--- src/rtl/core/wpd_pkg.sv ---
// ----------------------------------------------------------------------------
// wpd_pkg
// Shared constants, codes and control types of the waypoint path densifier.
// ----------------------------------------------------------------------------
package wpd_pkg;

   // Default segment point cap and coordinate fraction width.
   localparam int MAX_SEGMENT_POINTS = 62;
   localparam int COORD_FRAC_BITS    = 16;

   // Reset value of the points per metre register.
   localparam logic [7:0] PPM_RESET = 8'd20;

   // Last counter values of the square root and divider iterations, and the counter width.
   localparam int STEP_CNT_W = 6;
   localparam logic [STEP_CNT_W-1:0] SQRT_LAST = 6'd31;
   localparam logic [STEP_CNT_W-1:0] DIV_LAST  = 6'd32;

   // Datapath operations issued by the controller.
   typedef enum logic [3:0] {
      OP_NONE,
      OP_LOAD,
      OP_DIFF,
      OP_SQUARE,
      OP_SUM,
      OP_SQRT,
      OP_SCALE,
      OP_COUNT,
      OP_DIV,
      OP_STEP,
      OP_STORE,
      OP_CLEAR
   } op_type;

   // Controller states.
   typedef enum logic [3:0] {
      ST_IDLE,
      ST_ROUTE,
      ST_DIFF,
      ST_SQUARE,
      ST_SUM,
      ST_SQRT,
      ST_SCALE,
      ST_COUNT,
      ST_DIV,
      ST_EMIT,
      ST_FINAL,
      ST_STORE
   } state_type;

   // Command from controller to datapath.
   typedef struct packed {
      op_type op;
      logic   show_final;
   } cmd_type;

   // Status from datapath to controller.
   typedef struct packed {
      logic have_prev;
      logic path_end;
      logic seg_last;
   } status_type;

endpackage

--- src/rtl/core/wpd_controller.sv ---
// ----------------------------------------------------------------------------
// wpd_controller
// Sequencer of the densifier: steps each waypoint through the datapath.
// ----------------------------------------------------------------------------
module wpd_controller (
   input  logic                clock,
   input  logic                reset,
   input  logic                req_valid,
   output logic                req_ready,
   output logic                rsp_valid,
   input  logic                rsp_ready,
   input  wpd_pkg::status_type status,
   output wpd_pkg::cmd_type    cmd
);

   wpd_pkg::state_type state_ff, state_in;
   logic [wpd_pkg::STEP_CNT_W-1:0] cnt_ff, cnt_in;

   // State and iteration counter registers.
   always_ff @(posedge clock) begin
      if (reset) begin
         state_ff <= wpd_pkg::ST_IDLE;
         cnt_ff   <= '0;
      end else begin
         state_ff <= state_in;
         cnt_ff   <= cnt_in;
      end
   end

   // The counter runs only in the iterative states.
   always_comb begin
      if (state_ff == wpd_pkg::ST_SQRT || state_ff == wpd_pkg::ST_DIV) begin
         cnt_in = cnt_ff + 1'b1;
      end else begin
         cnt_in = '0;
      end
   end

   // Next state.
   always_comb begin
      state_in = state_ff;
      case (state_ff)
         wpd_pkg::ST_IDLE: begin
            if (req_valid) state_in = wpd_pkg::ST_ROUTE;
         end
         wpd_pkg::ST_ROUTE: begin
            if (status.have_prev)     state_in = wpd_pkg::ST_DIFF;
            else if (status.path_end) state_in = wpd_pkg::ST_FINAL;
            else                      state_in = wpd_pkg::ST_STORE;
         end
         wpd_pkg::ST_DIFF:   state_in = wpd_pkg::ST_SQUARE;
         wpd_pkg::ST_SQUARE: state_in = wpd_pkg::ST_SUM;
         wpd_pkg::ST_SUM:    state_in = wpd_pkg::ST_SQRT;
         wpd_pkg::ST_SQRT: begin
            if (cnt_ff == wpd_pkg::SQRT_LAST) state_in = wpd_pkg::ST_SCALE;
         end
         wpd_pkg::ST_SCALE:  state_in = wpd_pkg::ST_COUNT;
         wpd_pkg::ST_COUNT:  state_in = wpd_pkg::ST_DIV;
         wpd_pkg::ST_DIV: begin
            if (cnt_ff == wpd_pkg::DIV_LAST) state_in = wpd_pkg::ST_EMIT;
         end
         wpd_pkg::ST_EMIT: begin
            if (rsp_ready && status.seg_last) begin
               state_in = status.path_end ? wpd_pkg::ST_FINAL : wpd_pkg::ST_STORE;
            end
         end
         wpd_pkg::ST_FINAL: begin
            if (rsp_ready) state_in = wpd_pkg::ST_IDLE;
         end
         wpd_pkg::ST_STORE:  state_in = wpd_pkg::ST_IDLE;
         default:            state_in = wpd_pkg::ST_IDLE;
      endcase
   end

   // Outputs: handshakes and the datapath command.
   always_comb begin
      req_ready      = 1'b0;
      rsp_valid      = 1'b0;
      cmd.op         = wpd_pkg::OP_NONE;
      cmd.show_final = 1'b0;
      case (state_ff)
         wpd_pkg::ST_IDLE: begin
            req_ready = 1'b1;
            if (req_valid) cmd.op = wpd_pkg::OP_LOAD;
         end
         wpd_pkg::ST_ROUTE:  cmd.op = wpd_pkg::OP_NONE;
         wpd_pkg::ST_DIFF:   cmd.op = wpd_pkg::OP_DIFF;
         wpd_pkg::ST_SQUARE: cmd.op = wpd_pkg::OP_SQUARE;
         wpd_pkg::ST_SUM:    cmd.op = wpd_pkg::OP_SUM;
         wpd_pkg::ST_SQRT:   cmd.op = wpd_pkg::OP_SQRT;
         wpd_pkg::ST_SCALE:  cmd.op = wpd_pkg::OP_SCALE;
         wpd_pkg::ST_COUNT:  cmd.op = wpd_pkg::OP_COUNT;
         wpd_pkg::ST_DIV:    cmd.op = wpd_pkg::OP_DIV;
         wpd_pkg::ST_EMIT: begin
            rsp_valid = 1'b1;
            if (rsp_ready) cmd.op = wpd_pkg::OP_STEP;
         end
         wpd_pkg::ST_FINAL: begin
            rsp_valid      = 1'b1;
            cmd.show_final = 1'b1;
            if (rsp_ready) cmd.op = wpd_pkg::OP_CLEAR;
         end
         wpd_pkg::ST_STORE:  cmd.op = wpd_pkg::OP_STORE;
         default:            cmd.op = wpd_pkg::OP_NONE;
      endcase
   end

endmodule

--- config.mk ---
export PLATFORM = sky130hd
export DESIGN_NAME = wpd_controller
export DESIGN_NICKNAME = d
export VERILOG_FILES = /design/src/rtl/core/wpd_pkg.sv /design/src/rtl/core/wpd_controller.sv
export SDC_FILE = /design/constraint.sdc
export NUM_CORES = 1
export LEC_CHECK = 0
export BUFFER_PORTS_ARGS = -buffer_cell sky130_fd_sc_hd__clkbuf_2
export CAP_MARGIN = 20
export CORE_AREA = 2 2 39 41
export DETAILED_ROUTE_END_ITERATION = 8
export DIE_AREA = 0 0 41 43
export PLACE_DENSITY = 0.75
export SYNTH_ARGS = -nofsm -noshare
export SYNTH_HDL_FRONTEND = slang
export SYNTH_SLANG_ARGS = --single-unit
--- constraint.sdc ---
create_clock -name clock -period 3.4 [get_ports clock]
set_input_delay 0.85 -clock clock [delete_from_list [all_inputs] [get_ports clock]]
set_output_delay 0.85 -clock clock [all_outputs]
set_load 0.02 [all_outputs]
==> results.md <==
* Net count of the mapped netlist at 97
* Critical register-to-register path endpoint: cnt_ff[5]
* Clk Latency, worst-skew pair at 0.26 ns
* Multiplexer fraction of the synthesized cell area at 1.48%
* Sequential area share after synthesis at 29.6%
* Crit path kind: primary input to output pin
* Number of buffers inserted to repair setup after CTS at 0
* Standard-cell row count at 14
* Number of antenna violations at the first check in global routing at 0
* RD Place Congestion at 0.711
* Worst-margin pin slew at 0.493 ns
* Area growth from synthesis to layout at 9.98%
* Count of unique library cells instantiated by Yosys at 38
* Global-route wire length before repair at 2.15 mm
* Max capacitance violation total at 0
* Area share of fa/ha/maj cells after synthesis at 3.70%
* Dpl ws at 0.722 ns
* Clock tree sinks at 10
* Overall via count from detail_route at 625
* Smallest setup slack after layout at 0.719 ns
* Final core occ at 53.8%
* Most common library cell in the layout ignoring fill and taps: sky130_fd_sc_hd__nor2_1
* Simple-gate portion of the synthesized area at 35.7%
* Hold_ws at 0.464 ns
* Quantity of hold-fixing buffers added after cts at 0
* Final critical path time including I/O delays and setup at 2.68 ns
* Die footprint at 0.00176 sq mm
* Clk pwr share at 16.5%
* Post-layout nets at 109
* Critical Path RT at 2.55 ns
* Max Slew Vio Count at 0
* Internal Power at 0.271 mW
* Fraction of layout instances using a drive strength above 1 at 20.4%
* Number of synthesized register bits at 10
* Total congestion overflow at 0
* Total negative slack for setup checks at 0 ns
* Run status: complete, no violations
* Iter 0 DRT Violations at 11
* Post-synth ARST share at 0%
* Arrival time worst endpoint at 1.83 ns
* CTS buffer count at 3
* Bufs on Longest Clock Path at 2
* Remaining number of nets flagged by the antenna check after routing at 0
* Buffers added on ports at 13
* Routed vias/inst at 5.48
* Worst setup slack for register-to-register paths at 1.83 ns
* Critical-path maximum fanout at 2
* Class of the most critical hold timing path: flip-flop to flip-flop
* Area used by multi-input combinational logic at 418 sq um
* Reg-to-Reg Start: state_ff[3]
* Slew headroom at 67.1%
* Drt wl/cell at 11.7 um
* Largest net degree at the start of global routing at 18
* Post-synthesis cell area at 677 sq um
* Number of H-tree branching levels at 1
* Number of standard cells after synthesis at 88
* PwrDens at 638 mW/mm^2
* Number of cells traversed by the worst register-to-register path at 4
* DP Wirelength at 946 um
* Die boundary height at 43 um
* Share of the cycle needed by the critical path after routing at 78.9%
* Unrepaired setup endpoints after global routing: no
* Die X-Extent at 41 um
* Initial Util at 48.9%
* Worst supply voltage drop on vdd at 0.000309 V
* Placeable core region at 0.00138 sq mm
* Kind of end point of the critical path: output pin
* Total routing usage reported by global routing at 18.0%
* Kind of launch point of the worst setup path: primary input
* Area fraction in compound gates after synthesis at 13.1%
* Top flip-flop cell by instance count after synthesis: sky130_fd_sc_hd__dfxtp_1
* Count of instances resized after the clock tree is built at 0
* Vias in the first global route at 521
* Dominant combinational cell family by area after synthesis: simple AND/OR/NAND/NOR gates
* Skew final at 0.00229 ns
* Leakage at 0.296 nW
* Proportion of power drawn by flip-flops and latches at 39.3%
* Endpoint with the worst hold slack: cnt_ff[0]
* FMAX at 0.373 GHz
* First drt pass iteration count at 4
* CTS root buf: sky130_fd_sc_hd__clkbuf_4
* Sw power at 0.203 mW
* Count of flip-flops with a built-in enable after synthesis at 0
* Clock transition at path regs at 0.06 ns
* Number of inserted diodes at 0
* Xor-xnor portion of the synthesized cell area at 7.76%
* Net switching share of the total power at 42.8%
* Final hold viol count at 0
* Commonest cells after routing, fill and taps aside: 14 x sky130_fd_sc_hd__nor2_1, 13 x sky130_fd_sc_hd__clkbuf_2, 10 x sky130_fd_sc_hd__dfxtp_1, 7 x sky130_fd_sc_hd__nand2_1, 5 x sky130_fd_sc_hd__inv_1
* Remaining routing DRC violations at 0
* Average footprint of a synthesized cell at 7.69 sq um
* Hold path startpoint: cnt_ff[0]
* Ys Warns at 0
* Fraction of power consumed by combinational cells at 44.2%
* Worst hold stages at 1
* Clock tree from TritonCTS: yes
* Total area of sequential cells at 200 sq um
* Count of pins on the block boundary at 14
* Setup-violating endpoint count in the final report at 0
* WL final at 1.33 mm
* Fillers at 141
[final cells by class]
| cell class | count | area share (%) |
|---|---|---|
| tap | 16 | 2.69 |
| timing repair buffer | 13 | 8.74 |
| inverter | 5 | 2.52 |
| sequential | 10 | 26.9 |
| multi-input combinational | 67 | 56.1 |
| clock buffer | 3 | 3.03 |
[routing by layer]
metal  GRT usage (%)  vias to the layer above  wire (um)
met5               0                        -          0
met1            24.0                      276        620
met4            12.0                        0         31
met2            25.3                       20        602
met3            3.14                        5         77
li1                -                      324          -
[stage by stage]
stage	instance area, sq um	cells	power (mW)
after detailed placement	722	111	0.400
after CTS	744	114	0.478
final	744	114	0.475
after global routing	744	114	0.516
after floorplan	677	88	0.361
after global placement	722	111	0.395
[worst max-delay path by stage]
stage	from	to	slack, ns
global placement	req_valid	cmd[1]	0.75
finish	req_valid	cmd[1]	0.72
CTS	req_valid	cmd[1]	0.71
detailed placement	req_valid	cmd[1]	0.72
global route	req_valid	cmd[1]	0.67
floorplan	req_valid	cmd[1]	0.84
[power groups by stage]
stage / registers [mW] / logic, mW / clock network (mW)
2_1_floorplan: 0.152 / 0.208 / 0
6_report: 0.187 / 0.210 / 0.0783
3_5_place_dp: 0.189 / 0.211 / 0
5_1_grt: 0.193 / 0.235 / 0.0876
4_1_cts: 0.187 / 0.212 / 0.0798
3_3_place_gp: 0.188 / 0.207 / 0
[Yosys cell counts (2+ instances only)]
master	count	share of area (%)
sky130_fd_sc_hd__nand2b_1	3	2.8
sky130_fd_sc_hd__inv_1	5	2.8
sky130_fd_sc_hd__and2b_4	2	3.0
sky130_fd_sc_hd__and2_1	2	1.8
sky130_fd_sc_hd__xor2_1	2	2.6
sky130_fd_sc_hd__buf_4	2	2.2
sky130_fd_sc_hd__nand3_1	4	3.0
sky130_fd_sc_hd__nand2_1	7	3.9
sky130_fd_sc_hd__ha_1	2	3.7
sky130_fd_sc_hd__xnor2_1	4	5.2
sky130_fd_sc_hd__a21oi_1	4	3.0
sky130_fd_sc_hd__o21ai_0	2	1.5
sky130_fd_sc_hd__dfxtp_1	10	30
sky130_fd_sc_hd__nor3_1	2	1.5
sky130_fd_sc_hd__nor2_1	14	7.8
[registers in the layout, indices dropped and copies added, names as in the netlist]
name      count
cnt_ff        6
state_ff      4
[logic make-up after synthesis]
logic type      after synthesis
compound gates               14
flops                        10
fa+ha+maj                     2
xor+xnor                      6
mux                           1
buf+inv                      11
simple gates                 44
[critical path, cell delays in order]
cell and delay [ns]:
sky130_fd_sc_hd__clkbuf_2 0.08, sky130_fd_sc_hd__or3b_1 0.34, sky130_fd_sc_hd__a21oi_1 0.14, sky130_fd_sc_hd__a31oi_1 0.05, sky130_fd_sc_hd__o32ai_1 0.15, sky130_fd_sc_hd__clkbuf_2 0.22
Note: power is estimated with default switching activity, not from simulation.
